### src/srb_pkg.sv
// shared types and constants of the sequence reorder buffer
`default_nettype none

package srb_pkg;

	// field widths
	localparam int SEQ_W    = 32;
	localparam int HANDLE_W = 16;

	// slot store geometry
	localparam int SLOT_COUNT = 64;
	localparam int SLOT_BITS  = $clog2(SLOT_COUNT);

	// parameter defaults
	localparam int DEF_REORDER_WINDOW = 63;
	localparam int DEF_HANDLE_BITS    = 16;

	// result status codes
	typedef enum logic [1:0] {
		STATUS_DELIVERED = 2'd0,
		STATUS_WINDOW    = 2'd1,
		STATUS_DUPLICATE = 2'd2
	} status_t;

	// drain sequencer states
	typedef enum logic [1:0] {
		ST_IDLE,
		ST_READ,
		ST_OUT
	} state_t;

endpackage

`default_nettype wire

### src/srb_ram.sv
// generic simple dual-port ram with registered read
`default_nettype none

module srb_ram #(
	parameter int WIDTH = 16,
	parameter int DEPTH = 64
) (
	input  wire logic                     clk,
	input  wire logic                     we,
	input  wire logic [$clog2(DEPTH)-1:0] waddr,
	input  wire logic [WIDTH-1:0]         wdata,
	input  wire logic                     re,
	input  wire logic [$clog2(DEPTH)-1:0] raddr,
	output logic      [WIDTH-1:0]         rdata
);

	logic [WIDTH-1:0] mem_q [DEPTH];

	// write port
	always_ff @(posedge clk) begin
		if (we) begin
			mem_q[waddr] <= wdata;
		end
	end

	// read port, data holds until the next read
	always_ff @(posedge clk) begin
		if (re) begin
			rdata <= mem_q[raddr];
		end
	end

endmodule

`default_nettype wire

### src/sequence_reorder_buffer.sv
// Sequence reorder buffer: takes packets in any order, hands them out in sequence order.
//
// Input channel (in_valid / in_stall) carries seq_num and pkt_handle. Output channel
// (out_valid / out_stall) carries out_handle, out_seq, status and last; last marks the
// final result caused by one input transfer. A packet behind the expected number or
// more than the window ahead of it comes back at once with the out-of-window status,
// one already buffered in its slot with the duplicate status. Others are stored in a
// 64-entry handle ram at slot seq_num mod 64 and cause no result until the expected
// number arrives; then the unbroken run of buffered packets is delivered.
// Each delivered packet passes a read state for the handle ram read and then an output
// state that loads the output register, which waits while the output is stalled; the
// input stays stalled until the whole run is delivered. The input is taken only when
// the output register is free or being emptied, so a stalled receiver stalls the input.
// Reset clears the expected number to zero and all slot valid bits at once; the block
// is ready to take input as soon as reset is released.
`default_nettype none

module sequence_reorder_buffer #(
	parameter int REORDER_WINDOW = srb_pkg::DEF_REORDER_WINDOW,
	parameter int HANDLE_BITS    = srb_pkg::DEF_HANDLE_BITS
) (
	input  wire logic                          clk,
	input  wire logic                          arst_n,
	// input channel
	input  wire logic                          in_valid,
	output logic                               in_stall,
	input  wire logic [srb_pkg::SEQ_W-1:0]     seq_num,
	input  wire logic [srb_pkg::HANDLE_W-1:0]  pkt_handle,
	// output channel
	output logic                               out_valid,
	input  wire logic                          out_stall,
	output logic      [srb_pkg::HANDLE_W-1:0]  out_handle,
	output logic      [srb_pkg::SEQ_W-1:0]     out_seq,
	output srb_pkg::status_t                   status,
	output logic                               last
);

	import srb_pkg::*;

	// window capped so every buffered number owns a distinct slot
	localparam int EFF_WIN_I = (REORDER_WINDOW > SLOT_COUNT - 1) ? SLOT_COUNT - 1 : REORDER_WINDOW;
	localparam logic [SEQ_W-1:0] EFF_WINDOW = SEQ_W'(EFF_WIN_I);
	localparam int HMASK_BITS = (HANDLE_BITS > HANDLE_W) ? HANDLE_W : HANDLE_BITS;
	localparam logic [HANDLE_W-1:0] HANDLE_MASK =
		HANDLE_W'({HANDLE_W{1'b1}} >> (HANDLE_W - HMASK_BITS));

	state_t                state_q, state_d;
	logic [SEQ_W-1:0]      expected_q;
	logic [SLOT_COUNT-1:0] slot_valid_q;

	logic [SEQ_W-1:0]      seq_s1;
	logic                  last_s1;

	logic                  out_valid_q;
	logic [HANDLE_W-1:0]   out_handle_q;
	logic [SEQ_W-1:0]      out_seq_q;
	status_t               status_q;
	logic                  last_q;

	logic [SEQ_W-1:0]      seq_dist;
	logic                  out_of_window;
	logic                  dup;
	logic [SLOT_BITS-1:0]  in_slot;
	logic [SLOT_BITS-1:0]  exp_slot;
	logic [SLOT_BITS-1:0]  nxt_slot;
	logic [HANDLE_W-1:0]   in_handle;
	logic                  in_xfer;
	logic                  out_xfer;
	logic                  out_free;

	logic                  ram_we;
	logic                  ram_re;
	logic                  drop_load;
	logic                  deliver_load;
	logic [HANDLE_W-1:0]   ram_rdata;

	// classification of the arriving packet
	assign seq_dist      = seq_num - expected_q;
	assign out_of_window = seq_dist > EFF_WINDOW;
	assign in_slot       = seq_num[SLOT_BITS-1:0];
	assign dup           = slot_valid_q[in_slot];
	assign exp_slot      = expected_q[SLOT_BITS-1:0];
	assign nxt_slot      = exp_slot + SLOT_BITS'(1);
	assign in_handle     = pkt_handle & HANDLE_MASK;

	// handshakes
	assign out_free = !out_valid_q || !out_stall;
	assign in_xfer  = in_valid && !in_stall;
	assign out_xfer = out_valid_q && !out_stall;

	// next state
	always_comb begin
		state_d = state_q;
		unique case (state_q)
			ST_IDLE: begin
				if (in_xfer && !out_of_window && !dup && (seq_dist == '0)) begin
					state_d = ST_READ;
				end
			end
			ST_READ: begin
				state_d = ST_OUT;
			end
			ST_OUT: begin
				if (out_free) begin
					state_d = last_s1 ? ST_IDLE : ST_READ;
				end
			end
			default: begin
				state_d = ST_IDLE;
			end
		endcase
	end

	// sequencer outputs
	always_comb begin
		in_stall     = 1'b1;
		ram_we       = 1'b0;
		ram_re       = 1'b0;
		drop_load    = 1'b0;
		deliver_load = 1'b0;
		unique case (state_q)
			ST_IDLE: begin
				in_stall  = !out_free;
				ram_we    = in_xfer && !out_of_window && !dup;
				drop_load = in_xfer && (out_of_window || dup);
			end
			ST_READ: begin
				ram_re = 1'b1;
			end
			ST_OUT: begin
				deliver_load = out_free;
			end
			default: begin
				in_stall = 1'b1;
			end
		endcase
	end

	// state, expected number and slot valid bits
	always_ff @(posedge clk or negedge arst_n) begin
		if (!arst_n) begin
			state_q      <= ST_IDLE;
			expected_q   <= '0;
			slot_valid_q <= '0;
		end else begin
			state_q <= state_d;
			if (ram_we) begin
				slot_valid_q[in_slot] <= 1'b1;
			end
			if (ram_re) begin
				slot_valid_q[exp_slot] <= 1'b0;
				expected_q             <= expected_q + SEQ_W'(1);
			end
		end
	end

	// read stage: number and run end of the packet being fetched
	always_ff @(posedge clk) begin
		if (ram_re) begin
			seq_s1  <= expected_q;
			last_s1 <= !slot_valid_q[nxt_slot];
		end
	end

	// output register valid
	always_ff @(posedge clk or negedge arst_n) begin
		if (!arst_n) begin
			out_valid_q <= 1'b0;
		end else if (drop_load || deliver_load) begin
			out_valid_q <= 1'b1;
		end else if (out_xfer) begin
			out_valid_q <= 1'b0;
		end
	end

	// output register payload
	always_ff @(posedge clk) begin
		if (drop_load) begin
			out_handle_q <= in_handle;
			out_seq_q    <= seq_num;
			status_q     <= out_of_window ? STATUS_WINDOW : STATUS_DUPLICATE;
			last_q       <= 1'b1;
		end else if (deliver_load) begin
			out_handle_q <= ram_rdata;
			out_seq_q    <= seq_s1;
			status_q     <= STATUS_DELIVERED;
			last_q       <= last_s1;
		end
	end

	assign out_valid  = out_valid_q;
	assign out_handle = out_handle_q;
	assign out_seq    = out_seq_q;
	assign status     = status_q;
	assign last       = last_q;

	// handle store
	srb_ram #(
		.WIDTH (HANDLE_W),
		.DEPTH (SLOT_COUNT)
	) u_handle_ram (
		.clk   (clk),
		.we    (ram_we),
		.waddr (in_slot),
		.wdata (in_handle),
		.re    (ram_re),
		.raddr (exp_slot),
		.rdata (ram_rdata)
	);

	// a fetch always finds a buffered packet at the expected slot
	a_read_valid: assert property (@(posedge clk) disable iff (!arst_n)
		(state_q == ST_READ) |-> slot_valid_q[exp_slot])
		else $error("fetch from an empty slot");

	// between packets the expected slot is never left occupied
	a_idle_drained: assert property (@(posedge clk) disable iff (!arst_n)
		(state_q == ST_IDLE) |-> !slot_valid_q[exp_slot])
		else $error("run left undelivered");

	// input transfers only while no run is draining
	a_in_idle: assert property (@(posedge clk) disable iff (!arst_n)
		in_xfer |-> (state_q == ST_IDLE))
		else $error("input taken during drain");

	// each fetch is followed by its output load stage
	a_read_out: assert property (@(posedge clk) disable iff (!arst_n)
		(state_q == ST_READ) |=> (state_q == ST_OUT))
		else $error("fetch not followed by load");

endmodule

`default_nettype wire
### config.mk
export PLATFORM = sky130hd
export DESIGN_NAME = sequence_reorder_buffer
export DESIGN_NICKNAME = d
export VERILOG_FILES = /design/src/srb_pkg.sv /design/src/srb_ram.sv /design/src/sequence_reorder_buffer.sv
export SDC_FILE = /design/constraint.sdc
export NUM_CORES = 1
export LEC_CHECK = 0
export BUFFER_PORTS_ARGS = -buffer_cell sky130_fd_sc_hd__buf_4
export CAP_MARGIN = 10
export CORE_MARGIN = 2
export CORE_UTILIZATION = 60
export CTS_CLUSTER_DIAMETER = 100
export DETAILED_ROUTE_END_ITERATION = 10
export PLACE_DENSITY_LB_ADDON = 0.12
export SYNTH_ARGS = -nofsm -noshare
export SYNTH_HDL_FRONTEND = slang
export SYNTH_HIERARCHICAL = 1
export SYNTH_SLANG_ARGS = --single-unit
### constraint.sdc
create_clock -name clk -period 7.2 [get_ports clk]
set_input_delay 0.72 -clock clk [delete_from_list [all_inputs] [get_ports clk]]
set_output_delay 0.72 -clock clk [all_outputs]
set_load 0.03 [all_outputs]
# Word level (Yosys, flattened, before mapping)
# Memory sizes are Yosys's and may differ from the RTL's. A register that Yosys moved wholly into a read port is not among the register bits.
# Index checks and enable logic that the tools add are counted.
[totals] ff_bits=183 mem_bits_rw=1024 out_inout_bits=53 wordCells=80 n_memories=1
[mem_list] name="u_handle_ram.mem_q" words=64 width=16 rd=1 rd_ports_with_merged_regs=1 wr=1 line_no="srb_ram.sv:17" source="logic [WIDTH-1:0] mem_q [DEPTH];"
[classes] addsub=3 order_cmp=6 n_eq_ne=4 n_mux=30 bitwise=3 reduce_logical=23
[ops] cell="two-way mux 64 bit" count=2
[ops] cell="AND 64 bit" count=1
[ops] cell="two-way mux 32 bit" count=2
[ops] cell="inverter 64 bit" count=1
[ops] cell="bitwise OR 64 bit" count=1
[ops] cell="adder 32 x 1 -> 32 bit (second input constant)" count=1
[ops] cell="greater-than comparator 32 x 6 -> 1 bit (second input constant)" count=1
[ops] cell="zero test 32 bit" count=1
[ops] cell="two-way mux 16 bit" count=2
[ops] cell="subtractor 32 bit" count=1
[ops] cell="less-than comparator 6 x 7 -> 1 bit (second input constant)" count=3
[ops] cell="two-way mux 1 bit" count=14
[ops] cell="binary-select mux 1 bit (select 6 bit)" count=2
[ops] cell="demux 1 bit (select 6 bit)" count=2
[ops] cell="greater-or-equal comparator 6 x 1 -> 1 bit (second input constant)" count=2
[ops] cell="two-way mux 2 bit" count=5
[ops] cell="logical AND 1 bit" count=8
[ops] cell="zero test 1 bit" count=7
[ops] cell="adder 6 x 1 -> 6 bit (second input constant)" count=1
[ops] cell="case mux 2 bit (3 select lines)" count=1
[ops] cell="inequality test 2 bit (second input constant)" count=2
[ops] cell="nonzero test 2 bit" count=2
[ops] cell="logical OR 1 bit" count=3
[ops] cell="equality test 2 x 1 -> 1 bit (second input constant)" count=1
[ops] cell="3 further kinds" count=3

# Longest topological paths before layout
# Gate-level depths: netlist (run 1).
[logic_depth] word_depth=12 mapped_depth=18

# Cells and area by module
# Netlist (run 1), hierarchy kept.
[by_module_without_submodules] mod="srb_ram" instances=1 cells_each=1829 area_each_um2=40202.3 seq_area_each_um2=31230.0
[by_module_without_submodules] mod="sequence_reorder_buffer" instances=1 cells_each=1103 area_each_um2=11319.6 seq_area_each_um2=4989.8

# Worst setup path before layout (run 1)
# Ideal clock, no wire load.
[synth_path] path_kind="input port to flip-flop" start="input seq_num[0] (netlist name)" end="memory u_handle_ram.mem_q[48][0], enable pin" setup_ns=0.409 arrival_ns=5.407 t_required_ns=6.791 path_slack_ns=1.384 stages=17 n_path_buf=1 cell_sequence="inv_1 ha_1 inv_1 fa_1 a211oi_2 o21ai_2 a22oi_1 a21oi_1 or4b_2 o311a_1 a211oi_1 buf_2 nand4b_1 nor2_1 nor2b_1 nand4b_1 nor3_1"
[synth_between] elab_chain_len=8
[synth_rtl] element="start, declared" line_no="sequence_reorder_buffer.sv:27" source="input wire logic [srb_pkg::SEQ_W-1:0] seq_num,"
[synth_rtl] element="subtractor 32 bit" line_no="sequence_reorder_buffer.sv:78" source="assign seq_dist = seq_num - expected_q;"
[synth_rtl] element="greater-than comparator 32 x 6 -> 1 bit" line_no="sequence_reorder_buffer.sv:79" source="assign out_of_window = seq_dist > EFF_WINDOW;"
[synth_rtl] element="zero test 1 bit" line_no="sequence_reorder_buffer.sv:124" source="ram_we = in_xfer && !out_of_window && !dup;"
[synth_rtl] element="logical AND 1 bit" line_no="sequence_reorder_buffer.sv:124"
[synth_rtl] element="logical AND 1 bit *" line_no="sequence_reorder_buffer.sv:124"
[synth_rtl] element="two-way mux 1 bit *" line_no="sequence_reorder_buffer.sv:121" source="unique case (state_q)"
[synth_rtl] element="named net ram_we" line_no="sequence_reorder_buffer.sv:71" source="logic ram_we;"
[synth_rtl] element="two-way mux 1 bit *" line_no="srb_ram.sv:21" source="if (we) begin"
[synth_rtl] element="two-way mux 1 bit (implied by the code) *" line_no="srb_ram.sv:22" source="mem_q[waddr] <= wdata;"
[synth_rtl] element="end, declared" line_no="srb_ram.sv:17"
# The timed path passes the listed nets; every way through them passes the cells marked *. The select of a mux whose other input is x is not followed.

# Worst setup path in the final report (run 1)
[layout_path] start="register expected_q[0]" end="memory u_handle_ram.mem_q[44][14], enable pin"
[layout_between] elab_chain_len=8
[layout_rtl] element="start, declared" line_no="sequence_reorder_buffer.sv:48" source="logic [SEQ_W-1:0] expected_q;"
[layout_rtl] element="start signal, assigned" line_no="sequence_reorder_buffer.sv:152" source="expected_q <= expected_q + SEQ_W'(1);"
[layout_rtl] element="subtractor 32 bit" line_no="sequence_reorder_buffer.sv:78"
[layout_rtl] element="greater-than comparator 32 x 6 -> 1 bit" line_no="sequence_reorder_buffer.sv:79"
[layout_rtl] element="zero test 1 bit" line_no="sequence_reorder_buffer.sv:124"
[layout_rtl] element="logical AND 1 bit (2 in series)" line_no="sequence_reorder_buffer.sv:124"
[layout_rtl] element="two-way mux 1 bit" line_no="sequence_reorder_buffer.sv:121"
[layout_rtl] element="named net ram_we" line_no="sequence_reorder_buffer.sv:71"
[layout_rtl] element="two-way mux 1 bit" line_no="srb_ram.sv:21"
[layout_rtl] element="two-way mux 1 bit (implied by the code)" line_no="srb_ram.sv:22"
# The timed path passes the listed nets, and every way through them passes these cells.

==> results of run 1 <==
## state kept, by name, summed over array words and instances, names as in the netlist
name and cells:
expected_q 32, seq_s1 32, last_s1 1, u_handle_ram/rdata 16, out_valid 1, out_handle 16
status 2, last 1, slot_valid_q 64, out_seq 32, u_handle_ram/mem_q 1024, state_q 2
## cell type report
cell class,instances,area share [%]
antenna,1,0.00436
clock buffer,149,5.51
clock inverter,67,1.30
inverter,104,0.680
multi-input combinational,1449,24.2
sequential,1223,63.1
tap,1144,2.49
timing repair buffer,199,2.69
## worst min-delay path by stage
stage                               end  slack [ns]
final                       out_seq[19]        0.36
after global placement        seq_s1[8]        0.44
after CTS                   out_seq[19]        0.32
after detailed placement      seq_s1[8]        0.44
after floorplan           expected_q[0]        0.42
after global routing         out_seq[9]        0.33
## cell usage after synthesis (10+ instances only)
library cell / instances / area, um2
buf_6: 18 / 203
edfxtp_1: 1123 / 33700
o21ai_0: 40 / 200
nor2_1: 136 / 510
a31oi_1: 18 / 113
nand2_1: 128 / 480
mux2i_1: 101 / 1010
o22ai_1: 62 / 388
a21oi_1: 123 / 616
a221oi_1: 19 / 166
nand4_1: 33 / 206
ha_1: 32 / 400
mux4_2: 242 / 5450
buf_4: 17 / 128
buf_2: 41 / 205
nor2b_1: 37 / 231
xnor2_1: 39 / 342
and3_1: 10 / 62.6
a211oi_1: 16 / 120
clkbuf_1: 54 / 203
mux2_2: 29 / 327
inv_1: 101 / 379
dfrtp_1: 99 / 2480
a311oi_1: 11 / 96.3
nor3_1: 29 / 145
buf_1: 10 / 37.5
nand2b_1: 16 / 100
mux2_4: 40 / 601
a22oi_1: 45 / 338
nand3_1: 59 / 295
## metal layers
metal | vias up | global-route usage (%)
li1 | 12100 | -
met1 | 14600 | 39.6
met2 | 1422 | 45.7
met3 | 241 | 5.05
met4 | 2 | 9.13
met5 | - | 0
## stage by stage
stage	total power, W	instance area, um2
after CTS	0.0146	57400
final	0.0145	57400
after detailed placement	0.00842	53500
after floorplan	0.00817	51500
after global placement	0.00841	53500
after global routing	0.0149	57400
## cell families after synthesis
kind of cell / after synthesis / share of synthesized area (%)
flip-flops: 1223 / 70.3
AND/OR/NAND/NOR: 511 / 4.97
AO/OA/AOI/OAI: 436 / 5.67
multiplexers: 423 / 14.7
buffers and inverters: 260 / 2.76
XOR/XNOR: 46 / 0.782
adder cells (fa/ha/maj): 33 / 0.816
## repair_timing
item | in CTS | in global routing
endpoints found under the setup margin | 0 | 0
hold endpoints to repair | 23 | 0
hold buffers | 1 | 0
buffers inserted | 0 | 0
## power by group through the flow
stage / Clock [W] / Sequential (W) / Combinational (W)
CTS: 0.00629 / 0.00778 / 0.000486
floorplan: 0 / 0.00797 / 0.000196
detailed placement: 0 / 0.00793 / 0.000485
finish: 0.00620 / 0.00778 / 0.000483
global placement: 0 / 0.00793 / 0.000476
global route: 0.00657 / 0.00778 / 0.000518
==> key figures, run 1 <==
Pwr
  – Pleak: 18.3 nW
  – Seq pwr share: 53.8%
  – Worst vdd ir: 0.257 mV
  – Switching share of power: roughly 20%
  – Logic gate share of total power: about 3.3%
  – PD cells: 252 nW/um2
  – Pint: ~0.012 W
  – Clock power frac: approximately 43%
  – Switching pwr: roughly 0.003 W

Finish
  – Storage element area: ~36000 um2
  – Commonest non-fill, non-tap cells in the layout: edfxtp_1 (1123), mux4_2 (242), buf_4 (194), nor2_1 (136), nand2_1 (127)
  – Layout Nets: about 3200
  – Post-Layout Cell Count: 4336
  – Finished Core Util: approximately 67%
  – Multi-input gate area: approximately 14000 um2
  – Commonest non-fill, non-tap cell in the layout: edfxtp_1
  – Area grow syn2layout: 11.5%
  – Fillers: 5607
  – Share of cells above drive strength 1: 22.5%

Clocking
  – CTS root buf: clkbuf_16
  – Clock sink count: between 1000 and 1500
  – CTS tree: done
  – Clk slew on worst S/H paths: around 0.060 ns
  – Clk Latency, worst-skew pair: roughly 0.71 ns
  – PostCTS Resize Cnt: 0
  – Max clock buf depth: 3
  – H-tree depth: 3
  – Number of CTS-inserted buffers: approximately 120

Yosys
  – Synth warn: 6
  – Synth Flop Type: edfxtp_1
  – Post-synth EDFFs: 1123
  – Area of the mapped netlist: between 50000 and 60000 um2
  – Cell variety after synth: 93
  – Post-synthesis sequential area ratio: between 70% and 80%
  – Net Count, Synth: just over 3000
  – Async set-or-reset flop fraction in the synthesized netlist: approximately 8%
  – Avg Cell Area, Syn: 17.6 um2
  – #FFs+latches synth: between 1000 and 1500
  – Syn Inst Count: around 2900

Timing
  – Setup slack after layout: around 1.1 ns
  – Worst Tran Pin Value: 1.22 ns
  – Post-route clock period utilization: between 80% and 90%
  – Worst hold slack: about 0.36 ns
  – Fin crit period: 6.08 ns
  – Final hold violations: 0
  – Final setup fails: 0
  – FMAX: approximately 160 MHz
  – Slew Viols, Final: 0
  – RSZ-0062 raised after global routing: no
  – Setup_tns: 0 ns
  – Relative slew slack: a little under a fifth
  – Post-Route Skew: between 0.03 and 0.04 ns

Critical path
  – Delay-heaviest family, CP: simple AND/OR/NAND/NOR gates
  – RR Endpoint: u_handle_ram/mem_q[44][14]
  – Crit path required time: between 7 and 8 ns
  – WP data arrival: approximately 6.5 ns
  – CP bufs+invs: 2
  – Worst-path maximum fanout: 17
  – Setup crit end kind: flip-flop
  – Worst setup startpoint: expected_q[0]
  – Cell mode on critical path: nor2_1
  – R2R Setup Slk: between 1 and 1.5 ns
  – Worst-path cell chain: ha_1 -> inv_1 -> fa_1 -> a211oi_2 -> o21ai_2 -> a31oi_1 -> xnor2_1 -> or4_1 -> a2111o_1 -> nor4_1 -> nand4_1 -> nand4b_1 -> nor2_1 -> nor2b_1 -> nand2_1 -> nor2_1 -> buf_4
  – Crit path to: u_handle_ram/mem_q[44][14]
  – Critical-path top delay cell: dfrtp_4
  – FF-to-FF Start: expected_q[0]
  – CP startpoint kind: flip-flop
  – FF-to-FF path depth: 17
  – Crit path depth: 17
  – Worst path max stage delay: between 0.5 and 0.6 ns
  – Type of the worst setup path: reg2reg

Detailed routing
  – Routed vias: roughly 28000
  – Antenna-violating nets left: 0
  – # DRC: 0
  – Met2 wire length: 60700 um
  – Routed wire length on met3: between 10000 and 15000 um
  – 1st-pass router iterations: 6
  – Top sig layer: met5
  – 1st-iter DRT viols: 3234
  – Routed WL per cell: roughly 29 um
  – Sum of routed wire length over all layers: around 120000 um
  – Vias per inst: around 6.6
  – Met1 wire length: around 50000 um

Die
  – Initial core utilization: slightly above 60%
  – Core area: 85100 um2
  – Boundary Pins: 105
  – Die Footprint: just under 90000 um2
  – Die height: between 200 and 300 um
  – Width of the die: just under 300 um
  – Row cnt: between 100 and 150

GRT
  – Total GRT Usage: 28.2%
  – Pin count of the biggest net entering global routing: 141
  – Initial antenna violation count: 2
  – GRT overflow: 0
  – Vias in the first global route: between 20000 and 30000
  – First-pass GRT wire length: ~180000 um

Status
  – Outcome: finished, final reports clean

Worst hold path
  – Hold Path Depth: 2
  – Hold path startpoint: seq_num[19]
  – Worst hold path class: in2reg

Placement
  – Setup WS pre-CTS: about 0.84 ns
  – IO buf count: about 100
  – GPL Wtd Cong: 0.924
  – Placed Cells incl. Taps: 4118
  – Dpl hpwl: ~76000 um

Flow run
  – MaxCap Viol Count: 0
Note: power is estimated with default switching activity, not from simulation.
==> inputs of run 2 (changes only) <==
--- a/config.mk
+++ b/config.mk
@@ -8,7 +8,7 @@
 export BUFFER_PORTS_ARGS = -buffer_cell sky130_fd_sc_hd__buf_4
 export CAP_MARGIN = 10
 export CORE_MARGIN = 2
-export CORE_UTILIZATION = 60
+export CORE_UTILIZATION = 57
 export CTS_CLUSTER_DIAMETER = 100
 export DETAILED_ROUTE_END_ITERATION = 10
 export PLACE_DENSITY_LB_ADDON = 0.12
==> constraint.sdc (replaced) <==
create_clock -name clk -period 4.91 [get_ports clk]
set_input_delay 0.491 -clock clk [delete_from_list [all_inputs] [get_ports clk]]
set_output_delay 0.491 -clock clk [all_outputs]
set_load 0.03 [all_outputs]
==> run 2 against run 1 <==
Wire length rose by 5.0%. Sequential power increased by 47%. First-iteration DRC count up 3.7%. Count of clock-buffer cells in the layout up 3. Design area is 3.3% higher. Power up 47%. Sequential share of layout area decreased by 2.0 points. Worst hold slack lost 0.24 ns. Clock skew rose by 0.0068 ns. Via count rose by 2.1%. Register-to-register slack worse by 1.0 ns.
==> key figures, run 2 (synthesis results as in run 1) <==
Status
  – Outcome: finished, final reports clean

Pwr
  – Switching pwr: between 0.004 and 0.005 W
  – Switching share of power: roughly 20%
  – Logic gate share of total power: approximately 3.7%
  – Clock power frac: a little over two fifths
  – Pleak: approximately 19 nW
  – Pint: 0.0169 W
  – Worst vdd ir: about 0.38 mV
  – Total design power: approximately 0.021 W
  – Seq pwr share: a little over half
  – PD cells: around 360 nW/um2

Timing
  – Slew Viols, Final: 0
  – Fin crit period: roughly 4.8 ns
  – Worst Tran Pin Value: roughly 1.2 ns
  – FMAX: slightly above 200 MHz
  – Post-Route Skew: 0.0461 ns
  – Final setup fails: 0
  – Post-route clock period utilization: 98.4%
  – RSZ-0062 raised after global routing: yes
  – Final hold violations: 0
  – Relative slew slack: roughly 17%

Detailed routing
  – 1st-pass router iterations: 6
  – Sum of routed wire length over all layers: 130000 um
  – Antenna-violating nets left: 0
  – 1st-iter DRT viols: between 3000 and 4000
  – Routed WL per cell: 29.0 um
  – # DRC: 0
  – Vias per inst: ~6.4
  – Routed vias: approximately 29000

Finish
  – Cell area after layout: between 50000 and 60000 um2
  – Top reg by flops: u_handle_ram/mem_q
  – Commonest non-fill, non-tap cells in the layout: edfxtp_1 (1123), buf_4 (260), mux4_2 (242), nand2_1 (127), clkbuf_16 (125)
  – Share of cells above drive strength 1: a little over a quarter
  – Area grow syn2layout: 15.1%
  – Commonest non-fill, non-tap cell in the layout: edfxtp_1
  – Biggest regs: u_handle_ram/mem_q (1024), slot_valid_q (64)
  – Max reg flops: roughly 1000
  – Layout Nets: around 3300

Critical path
  – Crit path required time: between 5 and 6 ns
  – CP bufs+invs: 5
  – Cell mode on critical path: buf_6
  – WP data arrival: 5.26 ns
  – Critical-path top delay cell: or4b_2
  – Worst-path cell chain: ha_4 -> inv_2 -> fa_2 -> a211oi_4 -> o21ai_2 -> buf_4 -> a22oi_2 -> a21oi_1 -> or4b_2 -> o311a_1 -> a211oi_2 -> nand4b_1 -> nor2_2 -> buf_6 -> nor2b_4 -> nand4_1 -> buf_6 -> nor3_4 -> clkbuf_16
  – Worst-path maximum fanout: 8
  – Worst path max stage delay: slightly above 0.6 ns
  – Type of the worst setup path: reg2reg
  – Setup crit end kind: flip-flop
  – CP startpoint kind: flip-flop
  – Delay-heaviest family, CP: simple AND/OR/NAND/NOR gates

Placement
  – IO buf count: ~100
  – Post-DP Area: around 55000 um2
  – Dpl hpwl: a little over 80000 um
  – GPL Wtd Cong: roughly 0.91

Clocking
  – Max clock buf depth: 3
  – H-tree depth: 3
  – CTS root buf: clkbuf_16
  – Clock sink count: 1223
  – CTS tree: done
  – Clk slew on worst S/H paths: about 0.060 ns
  – Number of CTS-inserted buffers: 120
  – Clk Latency, worst-skew pair: a little over 0.7 ns

GRT
  – Pin count of the biggest net entering global routing: about 150
  – Vias in the first global route: 28900
  – Total GRT Usage: 28.1%
  – GRT overflow: 0
  – First-pass GRT wire length: ~190000 um
  – Initial antenna violation count: 4

Die
  – Die height: between 300 and 400 um
  – Row cnt: 110
  – Core area: 89700 um2
  – Width of the die: a little over 300 um
  – Die Footprint: just over 90000 um2
  – Initial core utilization: around 57%
  – Boundary Pins: ~110

Flow run
  – MaxCap Viol Count: 0

Worst hold path
  – Worst hold path class: in2reg
==> run 2: cell count changes in the layout (fill, tap and decap cells not counted), moves of 3 or more <==
| cell | previous run | this run |
|---|---|---|
| clkbuf_16 | 121 | 125 |
| nor2_2 | 2 | 30 |
| clkinv_1 | 27 | 33 |
| nor2_4 | 0 | 5 |
| buf_4 | 194 | 260 |
| buf_12 | 4 | 51 |
| nor2_1 | 136 | 103 |
| nor2b_1 | 37 | 34 |
| buf_6 | 0 | 8 |
| clkbuf_1 | 25 | 28 |
==> run 2: path summary, 6_finish.rpt <==
check,start,to,slack [ns],depth (start not counted)
setup reg to reg,expected_q[0],u_handle_ram/mem_q[49][2],0.08,19
hold reg to reg,expected_q[24],seq_s1[24],0.46,0
max in group asynchronous,arst_n,expected_q[0],3.71,3
min in group asynchronous,arst_n,expected_q[25],0.30,2
setup / recovery,expected_q[0],u_handle_ram/mem_q[49][2],0.08,19
hold / removal,seq_num[31],out_seq[31],0.11,2
==> run 2: area by class of cell <==
class | count | area, um2
clock buffers | 152 | 3190
multi-input cells | 1449 | 14100
flip-flops and latches | 1223 | 36200
fillers | 5997 | 30400
well taps | 1176 | 1470
inverters | 104 | 390
repair buffers | 323 | 3150
clock inverters | 70 | 732
diodes | 2 | 5.00
==> run 2: per-layer routing <==
layer / part of all wire [%] / GRT usage, % / vias to the layer above / wire, um
met2: 47 / 44.2 / 1443 / 61600
met4: 3.5 / 9.46 / 2 / 4540
met3: 8.2 / 4.74 / 262 / 10700
met5: 0.010 / 0 / - / 13
met1: 41 / 40.6 / 14900 / 53400
li1: - / - / 12400 / -
==> run 2: power by group through the flow <==
stage	clock [W]	combinational, W	sequential (W)
2_1_floorplan	0	0.000290	0.0117
3_3_place_gp	0	0.000756	0.0116
3_5_place_dp	0	0.000769	0.0116
4_1_cts	0.00925	0.000772	0.0114
5_1_grt	0.00967	0.000834	0.0114
6_report	0.00911	0.000780	0.0114
==> run 2: worst register-to-register path, cell delays in order, from the launching register on <==
cell and delay, ns:
dfrtp_4 0.42, ha_4 0.15, inv_2 0.04, fa_2 0.42, a211oi_4 0.28, o21ai_2 0.11, buf_4 0.16, a22oi_2 0.19
a21oi_1 0.13, or4b_2 0.62, o311a_1 0.14, a211oi_2 0.30, nand4b_1 0.19, nor2_2 0.19, buf_6 0.15, nor2b_4 0.21
nand4_1 0.15, buf_6 0.19, nor3_4 0.28, clkbuf_16 0.23
==> run 2: what timing repair did <==
action / 4_1_cts / 5_1_grt
cloned: 0 / 3
hold endpoints to repair: 27 / 0
endpoints found under the setup margin: 778 / 1084
hold buffers: 1 / 0
pin swaps: 1 / 17
gates resized for setup: 16 / 32
setup buffers: 1 / 5
==> run 2: metrics by stage <==
step           setup WS (ns)  std cells  util, %  hold slack [ns]  TNS, ns
6_report              0.0794       4499     66.1            0.112        0
5_1_grt               -0.170       4497     66.1           0.0798   -31.08
4_1_cts              0.00870       4488     65.8           0.0762        0
3_5_place_dp          -0.509       4264     61.3            0.443  -361.11
3_3_place_gp          -0.445       4264     61.3            0.437  -298.56
2_1_floorplan         -0.250       2932        -            0.195   -77.34
